## config.mk

```make
export PLATFORM = sky130hd
export DESIGN_NAME = ihls_hue_scale
export DESIGN_NICKNAME = d
export VERILOG_FILES = /design/src/hdl/ihls_pkg.sv /design/src/hdl/ihls_hue_scale.sv
export SDC_FILE = /design/constraint.sdc
export NUM_CORES = 1
export LEC_CHECK = 0
export BUFFER_PORTS_ARGS = -buffer_cell sky130_fd_sc_hd__buf_2
export CORE_MARGIN = 2
export CORE_UTILIZATION = 55
export CTS_BUF_LIST = sky130_fd_sc_hd__clkbuf_4 sky130_fd_sc_hd__clkbuf_8 sky130_fd_sc_hd__clkbuf_16
export CTS_CLUSTER_SIZE = 25
export DETAILED_ROUTE_END_ITERATION = 16
export PLACE_DENSITY_LB_ADDON = 0.3
export SLEW_MARGIN = 20
export SYNTH_ARGS = -nofsm -noshare
export SYNTH_HDL_FRONTEND = slang
export SYNTH_SLANG_ARGS = --single-unit
```

## constraint.sdc

```tcl
create_clock -name clk -period 11.55 [get_ports clk]
set_input_delay 0 -clock clk [delete_from_list [all_inputs] [get_ports clk]]
set_output_delay 0 -clock clk [all_outputs]
set_load 0.005 [all_outputs]
```

## src/hdl/ihls_pkg.sv

```systemverilog
// Shared types, constants and lookup functions for the RGB to IHLS pixel converter.
package ihls_pkg;

  localparam int CORDIC_STAGES  = 16;
  localparam int ATAN_TABLE_LEN = 24;
  localparam int N_ITER = (CORDIC_STAGES < ATAN_TABLE_LEN) ? CORDIC_STAGES : ATAN_TABLE_LEN;
  localparam int IDX_W  = $clog2(ATAN_TABLE_LEN);

  localparam int Q_FRAC = 16;
  localparam int XY_W   = 28;   // signed Q16 vector, covers CORDIC gain
  localparam int Z_W    = 20;   // signed Q16 radians
  localparam int ZW_W   = 19;   // wrapped angle, 0 .. 2*pi
  localparam int ATAN_W = 17;

  localparam int SQRT3_Q16   = 113512;
  localparam int HALF_PI_Q16 = 102944;
  localparam int PI_Q16      = 205887;
  localparam int TWO_PI_Q16  = 411775;

  localparam logic signed [18:0]    SQRT3_C   = 19'(SQRT3_Q16);
  localparam logic signed [Z_W-1:0] HALF_PI_Z = Z_W'(HALF_PI_Q16);
  localparam logic signed [Z_W-1:0] PI_Z      = Z_W'(PI_Q16);
  localparam logic signed [Z_W-1:0] TWO_PI_Z  = Z_W'(TWO_PI_Q16);

  // hue = floor(z * 255 / 2pi) via reciprocal, then one correction step
  localparam int HUE_SHIFT   = 32;
  localparam int HUE_RECIP_W = 22;
  localparam longint HUE_RECIP_L = (longint'(255) << HUE_SHIFT) / TWO_PI_Q16;
  localparam logic [HUE_RECIP_W-1:0] HUE_RECIP = HUE_RECIP_W'(HUE_RECIP_L);
  localparam int NUM_W  = ZW_W + 8;
  localparam int PROD_W = ZW_W + HUE_RECIP_W;
  localparam logic [NUM_W-1:0] TWO_PI_N = NUM_W'(TWO_PI_Q16);

  // sat/lum delay line depth, and the accept-to-done latency of the pixel pipeline
  localparam int LUM_DELAY = N_ITER + 3;
  localparam int LATENCY   = N_ITER + 5;

  typedef struct packed {
    logic                   valid;
    logic                   gray;
    logic                   upper;   // y0 >= 0
    logic signed [XY_W-1:0] x;
    logic signed [XY_W-1:0] y;
    logic signed [Z_W-1:0]  z;
  } cordic_t;

  typedef struct packed {
    logic [7:0] sat;
    logic [7:0] lum;
  } tone_t;

  function automatic logic [ATAN_W-1:0] atan_q16(input logic [IDX_W-1:0] idx);
    logic [ATAN_W-1:0] v;
    unique case (idx)
      5'd0:    v = 17'd51472;
      5'd1:    v = 17'd30385;
      5'd2:    v = 17'd16055;
      5'd3:    v = 17'd8150;
      5'd4:    v = 17'd4091;
      5'd5:    v = 17'd2047;
      5'd6:    v = 17'd1024;
      5'd7:    v = 17'd512;
      5'd8:    v = 17'd256;
      5'd9:    v = 17'd128;
      5'd10:   v = 17'd64;
      5'd11:   v = 17'd32;
      5'd12:   v = 17'd16;
      5'd13:   v = 17'd8;
      5'd14:   v = 17'd4;
      5'd15:   v = 17'd2;
      5'd16:   v = 17'd1;
      default: v = 17'd0;
    endcase
    return v;
  endfunction

endpackage

```

## src/hdl/ihls_hue_scale.sv

```systemverilog
// Clamps and wraps the CORDIC angle, then scales it to 0..255 over four stages.
module ihls_hue_scale
  import ihls_pkg::*;
(
  input  logic       clk,
  input  logic       rst,
  input  cordic_t    c_in,
  output logic       valid,
  output logic [7:0] hue
);

  logic signed [Z_W-1:0] zc, zwr;

  // keep residue from crossing the real axis
  always_comb begin
    zc = c_in.z;
    if (c_in.upper) begin
      if (c_in.z < 0)         zc = '0;
      else if (c_in.z > PI_Z) zc = PI_Z;
    end else begin
      if (c_in.z > -1)         zc = Z_W'(-1);
      else if (c_in.z < -PI_Z) zc = -PI_Z;
    end
    zwr = (zc < 0) ? zc + TWO_PI_Z : zc;
  end

  logic [2:0]        vld;
  logic [2:0]        gry;
  logic [ZW_W-1:0]   zw;
  logic [PROD_W-1:0] prod;
  logic [NUM_W-1:0]  num_b, num_c, qm;
  logic [7:0]        q0;
  logic [NUM_W-1:0]  rem;

  assign rem = num_c - qm;

  always_ff @(posedge clk) begin
    if (rst) begin
      vld   <= '0;
      valid <= 1'b0;
    end else begin
      vld   <= {vld[1:0], c_in.valid};
      valid <= vld[2];
    end
    gry   <= {gry[1:0], c_in.gray};
    zw    <= zwr[ZW_W-1:0];
    prod  <= PROD_W'(zw) * PROD_W'(HUE_RECIP);
    num_b <= NUM_W'(zw) * NUM_W'(255);
    q0    <= prod[HUE_SHIFT +: 8];
    qm    <= NUM_W'(prod[HUE_SHIFT +: 8]) * TWO_PI_N;
    num_c <= num_b;
    // estimate is exact or one low
    if (gry[2])                hue <= '0;
    else if (rem >= TWO_PI_N)  hue <= q0 + 8'd1;
    else                       hue <= q0;
  end

endmodule

```

# Yosys cells after proc, flatten, opt, wreduce, memory -nomap -nowiden
# Index checks and enable logic that the tools add are counted.
dict set report word_totals {
  reg_bits 163
  latch_bits 0
  ram_bits 0
  romBits 0
  in_bits 81
  out_inout_bits 9
  elab_cells 29
  memories 0
}
dict set report op_classes {
  n_addsub 3
  n_mul 3
  div 0
  order_cmp 6
  eq_ne 0
  shifts 0
  muxes 7
  bitwise_logic 0
  n_reduce_logical 0
}
# op n
set op_table {}
lappend op_table {{20-bit two-way mux} 5}
lappend op_table {{20-bit by 1-bit less-than comparator with 1-bit output (second input constant)} 2}
lappend op_table {{19-bit by 22-bit multiplier with 40-bit output (second input constant)} 1}
lappend op_table {{27-bit by 19-bit >= comparator with 1-bit output (second input constant)} 1}
lappend op_table {{19-bit by 8-bit multiplier with 27-bit output (second input constant)} 1}
lappend op_table {{8-bit by 19-bit multiplier with 27-bit output (second input constant)} 1}
lappend op_table {{27-bit subtractor} 1}
lappend op_table {{20-bit by 1-bit greater-than comparator with 1-bit output (second input constant)} 1}
lappend op_table {{20-bit by 19-bit greater-than comparator with 1-bit output (second input constant)} 1}
lappend op_table {{20-bit by 19-bit less-than comparator with 1-bit output (second input constant)} 1}
lappend op_table {{19-bit by 18-bit adder with 19-bit output (second input constant)} 1}
lappend op_table {{19-bit two-way mux} 1}
lappend op_table {{8-bit by 1-bit adder with 8-bit output (second input constant)} 1}
lappend op_table {{8-bit two-way mux} 1}

# Longest topological paths before layout
# Gate-level depths: netlist of the first run.
dict set report depth {
  depth_word 6
  mapped_depth 22
  ltp_nobuf 22
}

# Least setup slack after synthesis of the first run
# Ideal clock, no wire load.
dict set report synth_timing {
  path_kind {reg-to-reg}
  from {register zw[17]}
  to {register prod[39]}
  setup_ns 0.072
  arrival_time_ns 5.817
  required_ns 11.478
  setup_slack_ns 5.660
  path_stages_with_launch 22
  path_buffers 0
  period_less_slack_ns 5.890
  cell_sequence {dfxtp_1 inv_1 ha_1 inv_1 fa_1 fa_1 fa_1 fa_1 inv_1 fa_1 inv_1 ha_1 a21o_1 a21o_1 a21oi_1 nor2b_1 o21ai_0 a21oi_1 a221oi_1 o2111ai_1 a21oi_1 xnor2_1}
}
dict set report synth_between {
  elab_chain_len 1
}
# element line
set synth_rtl {}
lappend synth_rtl {{start, declared} ihls_hue_scale.sv:29} ;# logic [ZW_W-1:0] zw;
lappend synth_rtl {{start signal, assigned} ihls_hue_scale.sv:46} ;# zw <= zwr[ZW_W-1:0];
lappend synth_rtl {{19-bit by 22-bit multiplier with 40-bit output} ihls_hue_scale.sv:47} ;# prod <= PROD_W'(zw) * PROD_W'(HUE_RECIP);
lappend synth_rtl {{end signal, assigned} ihls_hue_scale.sv:47}
lappend synth_rtl {{end, declared} ihls_hue_scale.sv:30} ;# logic [PROD_W-1:0] prod;
# No other way between the ends.
# A chain may end at the register's enable or synchronous reset.

# Final worst setup path of the first run
# Ends and elaborated chain as after synthesis.

==> tab_implementation.tex, run 1 <==
\begin{tabular}{lr}
\hline
Metric & Value \\
\hline
\multicolumn{2}{l}{\textbf{Outcome}} \\
Result of the run & complete, no violations \\
\multicolumn{2}{l}{\textbf{Clock tree}} \\
Worst-skew pair later-pin latency & about 0.44 ns \\
CTS tree & built \\
Buffer cell driving the clock tree root & sky130\_fd\_sc\_hd\_\_clkbuf\_16 \\
Clock Tree Buf Depth & 2 \\
Count of cells resized by post-cts repair & 0 \\
Clock transition time at the flip-flop clock pins of the worst setup and hold paths & about 0.080 ns \\
Number of CTS-inserted buffers & 17 \\
Deepest level of the CTS H-tree & 4 \\
Clock Sink Count & 130 \\
Setup repair bufs after CTS & 0 \\
Count of hold-fix buffers inserted at cts & 22 \\
\multicolumn{2}{l}{\textbf{GRT}} \\
Global-route wire length before repair & 55600 µm \\
Vias in the first global route & 12100 \\
Overall overflow remaining after global route & 0 \\
Total global routing track utilization & 22.6\% \\
Maximum number of pins on one net before global-route repair & 17 \\
Initial antenna violation count & 0 \\
\multicolumn{2}{l}{\textbf{Detailed routing}} \\
Number of detailed-route iterations in the first pass & 5 \\
Final routed wirelength across all metal layers & $\sim$32000 µm \\
1st-iter DRT viols & between 500 and 600 \\
Routed len/inst & around 15 µm \\
Antenna viol nets, final & 0 \\
Remaining routing DRC violations & 0 \\
Total vias in the final route & approximately 11000 \\
Vias per inst & between 5 and 6 \\
\multicolumn{2}{l}{\textbf{Logic synthesis}} \\
Mean instance size in the synthesized netlist & approximately 9.6 µm² \\
Cell area after technology mapping & between 15000 and 20000 µm² \\
Dominant combinational cell family by area after synthesis & adder cells \\
Post-Syn Nets & 2275 \\
Flops \& latches, synth & 130 \\
Complex-gate fraction of the synthesized area & between 10\% and 20\% \\
Yosys warning count & 0 \\
Prevailing post-synth register cell & sky130\_fd\_sc\_hd\_\_dfxtp\_1 \\
Basic-gate share of the synthesized area counting and, or, nand and nor cells & under 10\% \\
Proportion of synthesized flip-flops having asynchronous set or reset & 0\% \\
Post-Syn Instances & 1678 \\
Synth Area in Adders & about half \\
Number of enable-type register cells in the synthesized netlist & 0 \\
Proportion of synthesized area in mux cells & less than 1\% \\
Sequential area share after synthesis & 16.2\% \\
Synth cell types & approximately 70 \\
Synthesized-area fraction occupied by xor and xnor cells & around 4.7\% \\
\multicolumn{2}{l}{\textbf{Timing}} \\
Finish-stage setup viols & 0 \\
Final Critical Period & a little under 7 ns \\
Final Max Slew Viols & 0 \\
Slew Limit Headroom & between 30\% and 40\% \\
Tightest Pin Transition & about 1 ns \\
Peak Freq & 0.146 GHz \\
Setup repair after global routing missed its margin & false \\
Final Hold Fails & 0 \\
Setup Total Neg Slack & 0 ns \\
Worst clock skew on the final layout & 0.0222 ns \\
Final Cycle Share & 59.4\% \\
\multicolumn{2}{l}{\textbf{Final layout}} \\
Layout cells sized above 1 & 4.89\% \\
Number of nets in the finished design & roughly 2300 \\
Most common cell after layout, fill and taps aside & sky130\_fd\_sc\_hd\_\_inv\_1 \\
Ant diodes & 0 \\
Leading cell types in the layout, fill and taps excluded & sky130\_fd\_sc\_hd\_\_inv\_1 (414), sky130\_fd\_sc\_hd\_\_ha\_1 (310), sky130\_fd\_sc\_hd\_\_fa\_1 (206) \\
Layout Area Growth over Synthesis & 9.05\% \\
\multicolumn{2}{l}{\textbf{Worst setup path}} \\
Slowest cell on crit path & sky130\_fd\_sc\_hd\_\_dfxtp\_1 \\
Critical path cell sequence & inv\_1 -> ha\_1 -> inv\_1 -> fa\_1 -> fa\_1 -> fa\_1 -> fa\_1 -> inv\_1 -> fa\_1 -> inv\_1 -> ha\_1 -> a21o\_1 -> a21o\_1 -> a21oi\_1 -> nor2b\_1 -> o21ai\_0 -> a21oi\_1 -> a221oi\_1 -> o2111ai\_1 -> a21oi\_1 -> xnor2\_1 \\
Delay contributed by the slowest stage of the critical path & between 0.7 and 0.8 ns \\
Required time of the critical path & roughly 12 ns \\
Max Fanout on Critical Path & 14 \\
Kind of end point of the critical path & register \\
Family with the most delay on the worst path & adder cells \\
Critical Path AT & between 7 and 8 ns \\
Number of buffers and inverters on the critical path & 4 \\
Cell seen most often among critical-path stages & sky130\_fd\_sc\_hd\_\_fa\_1 \\
Kind of start point of the critical path & register \\
Critical path class & register to register \\
\multicolumn{2}{l}{\textbf{Floorplanning}} \\
Die Outline Area & $\sim$31000 µm² \\
Starting Density & a little under three fifths \\
Top-Level Pins & 90 \\
Die extent in y & roughly 170 µm \\
Std-Cell Core Area & roughly 29000 µm² \\
Cell Rows & 62 \\
Die Span X & 175 µm \\
\multicolumn{2}{l}{\textbf{Placed design}} \\
Global placement routability congestion & 0.875 \\
\# port buffers & 33 \\
Hpwl dp & $\sim$27000 µm \\
\multicolumn{2}{l}{\textbf{Run}} \\
Max-Cap Viols & 0 \\
\multicolumn{2}{l}{\textbf{Hold path}} \\
HP Class & input pin to register \\
\hline
\end{tabular}
-- flip-flops by register name, summed over array words and instances, names as in the netlist --
| name | count |
|---|---|
| num_b | 27 |
| num_c | 27 |
| qm | 26 |
| zw | 19 |
| hue | 8 |
| prod | 8 |
| q0 | 8 |
| gry | 3 |
| vld | 3 |
| valid | 1 |
-- worst min-delay path, stage by stage --
cell and delay (ns):
sky130_fd_sc_hd__buf_2 0.12, sky130_fd_sc_hd__o21ai_0 0.13, sky130_fd_sc_hd__mux2i_1 0.16
-- final cells by class --
class | instances | area, µm²
sequential | 130 | 2600
timing repair buffer | 59 | 415
clock buffer | 18 | 439
inverter | 414 | 1550
multi-input combinational | 1123 | 11900
tap | 384 | 480
fill | 2411 | 11200
clock inverter | 14 | 169
-- synth_stat cells (17+ instances only) --
cell type                 count  area [µm²]
sky130_fd_sc_hd__a21o_1      26         195
sky130_fd_sc_hd__a21oi_1     75         375
sky130_fd_sc_hd__dfxtp_1    130        2600
sky130_fd_sc_hd__fa_1       206        4120
sky130_fd_sc_hd__ha_1       310        3880
sky130_fd_sc_hd__inv_1      414        1550
sky130_fd_sc_hd__nand2_1     42         158
sky130_fd_sc_hd__nand3_1     23         115
sky130_fd_sc_hd__nor2_1      69         259
sky130_fd_sc_hd__nor2b_1     20         125
sky130_fd_sc_hd__nor3_1      17        85.1
sky130_fd_sc_hd__o21a_1      17         128
sky130_fd_sc_hd__o21ai_0     56         280
sky130_fd_sc_hd__xnor2_1     64         561
sky130_fd_sc_hd__xor2_1      23         201
-- metal layers --
metal  global-route usage [%]  vias up  share of wire (%)  routed length [µm]
met5                        0        -                  0                   0
met1                     26.9     5506                 43               13900
met4                     7.36        0                2.9                 948
li1                         -     5610                  -                   -
met3                     3.26       58                2.4                 789
met2                     41.8      197                 52               16700
-- kinds of logic (layout without fill, tap and decap cells) --
group,count (synthesis),after routing
fa+ha+maj,516,516
buf+inv,425,505
compound gates,277,277
simple gates,237,237
flops,130,130
xor+xnor,87,87
mux,6,6
-- final timing paths --
path / from / endpoint / slack, ns / depth (start not counted)
min: c_in[1] / zw[1]$_DFF_P_ / 0.03 / 3
min reg2reg: num_b[10]$_DFF_P_ / num_c[10]$_DFF_P_ / 0.32 / 0
max reg2reg: zw[17]$_DFF_P_ / prod[39]$_DFF_P_ / 4.69 / 21
max: zw[17]$_DFF_P_ / prod[39]$_DFF_P_ / 4.69 / 21
-- stage by stage --
step / instances / utilization [%] / hold slack, ns / instance area, µm² / setup WS, ns
floorplan: 1678 / - / 0.0277 / 16100 / 5.66
global placement: 2088 / 58.2 / 0.102 / 16700 / 4.84
detailed placement: 2088 / 58.2 / 0.106 / 16700 / 4.79
CTS: 2142 / 61.0 / 0.00656 / 17500 / 4.71
global route: 2142 / 61.0 / 0.0597 / 17500 / 4.30
finish: 2142 / 61.0 / 0.0307 / 17500 / 4.69
Power of run 1 is left out: the tool's default activity adds up to more than one toggle a clock period on the data nets, which glitch-free logic cannot reach.
==> run 2, diff against run 1 <==
==> constraint.sdc (replaced) <==
create_clock -name clk -period 6.5 [get_ports clk]
set_input_delay 0 -clock clk [delete_from_list [all_inputs] [get_ports clk]]
set_output_delay 0 -clock clk [all_outputs]
set_load 0.005 [all_outputs]
==> tab_implementation.tex, run 2 (same netlist as run 1, synthesis figures left out) <==
\begin{tabular}{lr}
\hline
Metric & Value \\
\hline
\multicolumn{2}{l}{\textbf{Outcome}} \\
Result of the run & complete, no violations \\
\multicolumn{2}{l}{\textbf{Worst setup path}} \\
Slowest cell on crit path & sky130\_fd\_sc\_hd\_\_fa\_1 \\
Kind of start point of the critical path & register \\
Critical path cell sequence & inv\_1 -> ha\_1 -> inv\_1 -> fa\_1 -> fa\_1 -> fa\_1 -> fa\_1 -> inv\_1 -> fa\_1 -> inv\_1 -> ha\_1 -> a21o\_1 -> a21o\_1 -> a21oi\_1 -> nor2b\_1 -> o21ai\_0 -> a21oi\_1 -> a221oi\_1 -> buf\_4 -> o2111ai\_1 -> a21oi\_1 -> xnor2\_1 \\
Family with the most delay on the worst path & adder cells \\
Max Fanout on Critical Path & 5 \\
Number of cells on the critical path & 22 \\
Critical Path AT & roughly 6.4 ns \\
Kind of end point of the critical path & register \\
Timing startpoint of the critical path & zw[17]\$\_DFF\_P\_ \\
Cell seen most often among critical-path stages & sky130\_fd\_sc\_hd\_\_fa\_1 \\
Required time of the critical path & roughly 6.9 ns \\
Critical register-to-register path endpoint & prod[39]\$\_DFF\_P\_ \\
Number of buffers and inverters on the critical path & 5 \\
Startpoint of the lowest-slack register-to-register path & zw[17]\$\_DFF\_P\_ \\
Critical Path End & prod[39]\$\_DFF\_P\_ \\
Register-to-register path setup slack & between 0.4 and 0.5 ns \\
Critical path class & register to register \\
R2R cell count & 22 \\
Delay contributed by the slowest stage of the critical path & approximately 0.57 ns \\
\multicolumn{2}{l}{\textbf{Detailed routing}} \\
Total vias in the final route & 11500 \\
Final routed wirelength across all metal layers & approximately 34000 µm \\
Number of detailed-route iterations in the first pass & 5 \\
Vias per inst & 5.33 \\
Remaining routing DRC violations & 0 \\
Routed len/inst & 15.8 µm \\
1st-iter DRT viols & around 570 \\
Antenna viol nets, final & 0 \\
\multicolumn{2}{l}{\textbf{Floorplanning}} \\
Die extent in y & approximately 170 µm \\
Cell Rows & between 60 and 70 \\
Top-Level Pins & 90 \\
Std-Cell Core Area & $\sim$29000 µm² \\
Die Outline Area & between 30000 and 40000 µm² \\
Die Span X & 175 µm \\
Starting Density & between 50\% and 60\% \\
\multicolumn{2}{l}{\textbf{Final layout}} \\
Ant diodes & 0 \\
Most common cell after layout, fill and taps aside & sky130\_fd\_sc\_hd\_\_inv\_1 \\
Largest registers in the final layout & num\_b x27, num\_c x27, qm x26 \\
Leading cell types in the layout, fill and taps excluded & sky130\_fd\_sc\_hd\_\_inv\_1 (414), sky130\_fd\_sc\_hd\_\_ha\_1 (310), sky130\_fd\_sc\_hd\_\_fa\_1 (206) \\
Layout Area Growth over Synthesis & 9.64\% \\
Layout cells sized above 1 & 5.82\% \\
\# fillers & between 2000 and 2500 \\
Number of nets in the finished design & 2354 \\
\multicolumn{2}{l}{\textbf{Clock tree}} \\
Clock Sink Count & 130 \\
Clock transition time at the flip-flop clock pins of the worst setup and hold paths & 0.07 ns \\
Clock Tree Buf Depth & 2 \\
Setup repair bufs after CTS & 0 \\
Number of CTS-inserted buffers & 17 \\
CTS tree & built \\
Count of cells resized by post-cts repair & 0 \\
Buffer cell driving the clock tree root & sky130\_fd\_sc\_hd\_\_clkbuf\_16 \\
Deepest level of the CTS H-tree & 4 \\
Worst-skew pair later-pin latency & roughly 0.43 ns \\
\multicolumn{2}{l}{\textbf{Timing}} \\
Tightest Pin Transition & around 1.0 ns \\
Peak Freq & 0.165 GHz \\
Worst clock skew on the final layout & approximately 0.013 ns \\
Final Hold Fails & 0 \\
Slew Limit Headroom & 29.6\% \\
Setup repair after global routing missed its margin & false \\
Final Critical Period & a little over 6 ns \\
Final Cycle Share & 93.5\% \\
Finish-stage setup viols & 0 \\
Hold slack & between 0.015 and 0.02 ns \\
Setup Total Neg Slack & 0 ns \\
Final Max Slew Viols & 0 \\
\multicolumn{2}{l}{\textbf{GRT}} \\
Total global routing track utilization & between 20\% and 30\% \\
Global-route wire length before repair & 58400 µm \\
Overall overflow remaining after global route & 0 \\
Maximum number of pins on one net before global-route repair & 17 \\
Vias in the first global route & between 10000 and 15000 \\
Initial antenna violation count & 0 \\
\multicolumn{2}{l}{\textbf{Run}} \\
Max-Cap Viols & 0 \\
\multicolumn{2}{l}{\textbf{Placed design}} \\
Global placement routability congestion & between 0.8 and 0.9 \\
Hpwl dp & 28200 µm \\
\# port buffers & 33 \\
\multicolumn{2}{l}{\textbf{Hold path}} \\
Hold path start & c\_in[1] \\
Number of cells on the worst hold path & 3 \\
HP Class & input pin to register \\
\hline
\end{tabular}
==> run 2: changes by cell type in the layout (fill, tap and decap cells not counted) <==
cell	change
sky130_fd_sc_hd__nor4_4	+1
sky130_fd_sc_hd__o21ai_1	-1
sky130_fd_sc_hd__dlygate4sd3_1	-5
sky130_fd_sc_hd__buf_4	+17
sky130_fd_sc_hd__inv_6	-1
sky130_fd_sc_hd__nor4_2	-1
sky130_fd_sc_hd__clkinvlp_4	-3
sky130_fd_sc_hd__o21ai_0	+1
sky130_fd_sc_hd__clkbuf_8	+1
sky130_fd_sc_hd__clkinv_4	+3
==> run 2: per-layer routing <==
| metal | track usage [%] | wire, µm |
|---|---|---|
| met5 | 0 | 0 |
| met4 | 7.88 | 958 |
| met3 | 2.87 | 808 |
| met2 | 44.6 | 18000 |
| met1 | 28.5 | 14200 |
==> run 2: timing repair <==
item,4_1_cts,5_1_grt
endpoints found under the hold margin,17,0
setup endpoints to repair,0,0
hold buffers,17,0
==> run 2: how the worst min path moves through the flow <==
stage | end | slack, ns
5_1_grt | zw[16]$_DFF_P_ | 0.06
6_report | zw[1]$_DFF_P_ | 0.02
4_1_cts | zw[18]$_DFF_P_ | 0.008
2_1_floorplan | gry[0]$_DFF_P_ | 0.03
3_5_place_dp | gry[0]$_DFF_P_ | 0.11
3_3_place_gp | gry[0]$_DFF_P_ | 0.10
==> run 2: cell type report <==
| cell class | instances | area [µm²] | share of cell area, % |
|---|---|---|---|
| Clock buffer | 19 | 453 | 2.57 |
| Clock inverter | 13 | 164 | 0.930 |
| Inverter | 414 | 1550 | 8.82 |
| Multi-Input combinational cell | 1123 | 11900 | 67.4 |
| Sequential cell | 130 | 2600 | 14.8 |
| Tap cell | 384 | 480 | 2.73 |
| Timing Repair Buffer | 71 | 493 | 2.80 |
==> run 2: worst register-to-register path: cells and delay by family (launching register included) <==
| family | cells | cell delay (ns) |
|---|---|---|
| xor+xnor | 1 | 0.14 |
| fa+ha+maj | 7 | 3.31 |
| buf+inv | 5 | 0.51 |
| flops | 1 | 0.42 |
| compound gates | 8 | 1.58 |
| simple gates | 1 | 0.06 |
==> run 2: metrics by stage <==
step                cells  worst slack, ns  area, µm²  utilization (%)
global route         2154           0.0869      17600             61.4
CTS                  2154            0.399      17600             61.4
detailed placement   2105            0.472      16800             58.6
floorplan            1678            0.610      16100                -
finish               2154            0.421      17600             61.4
global placement     2105            0.550      16800             58.6
Power of run 2 is left out for the same reason.
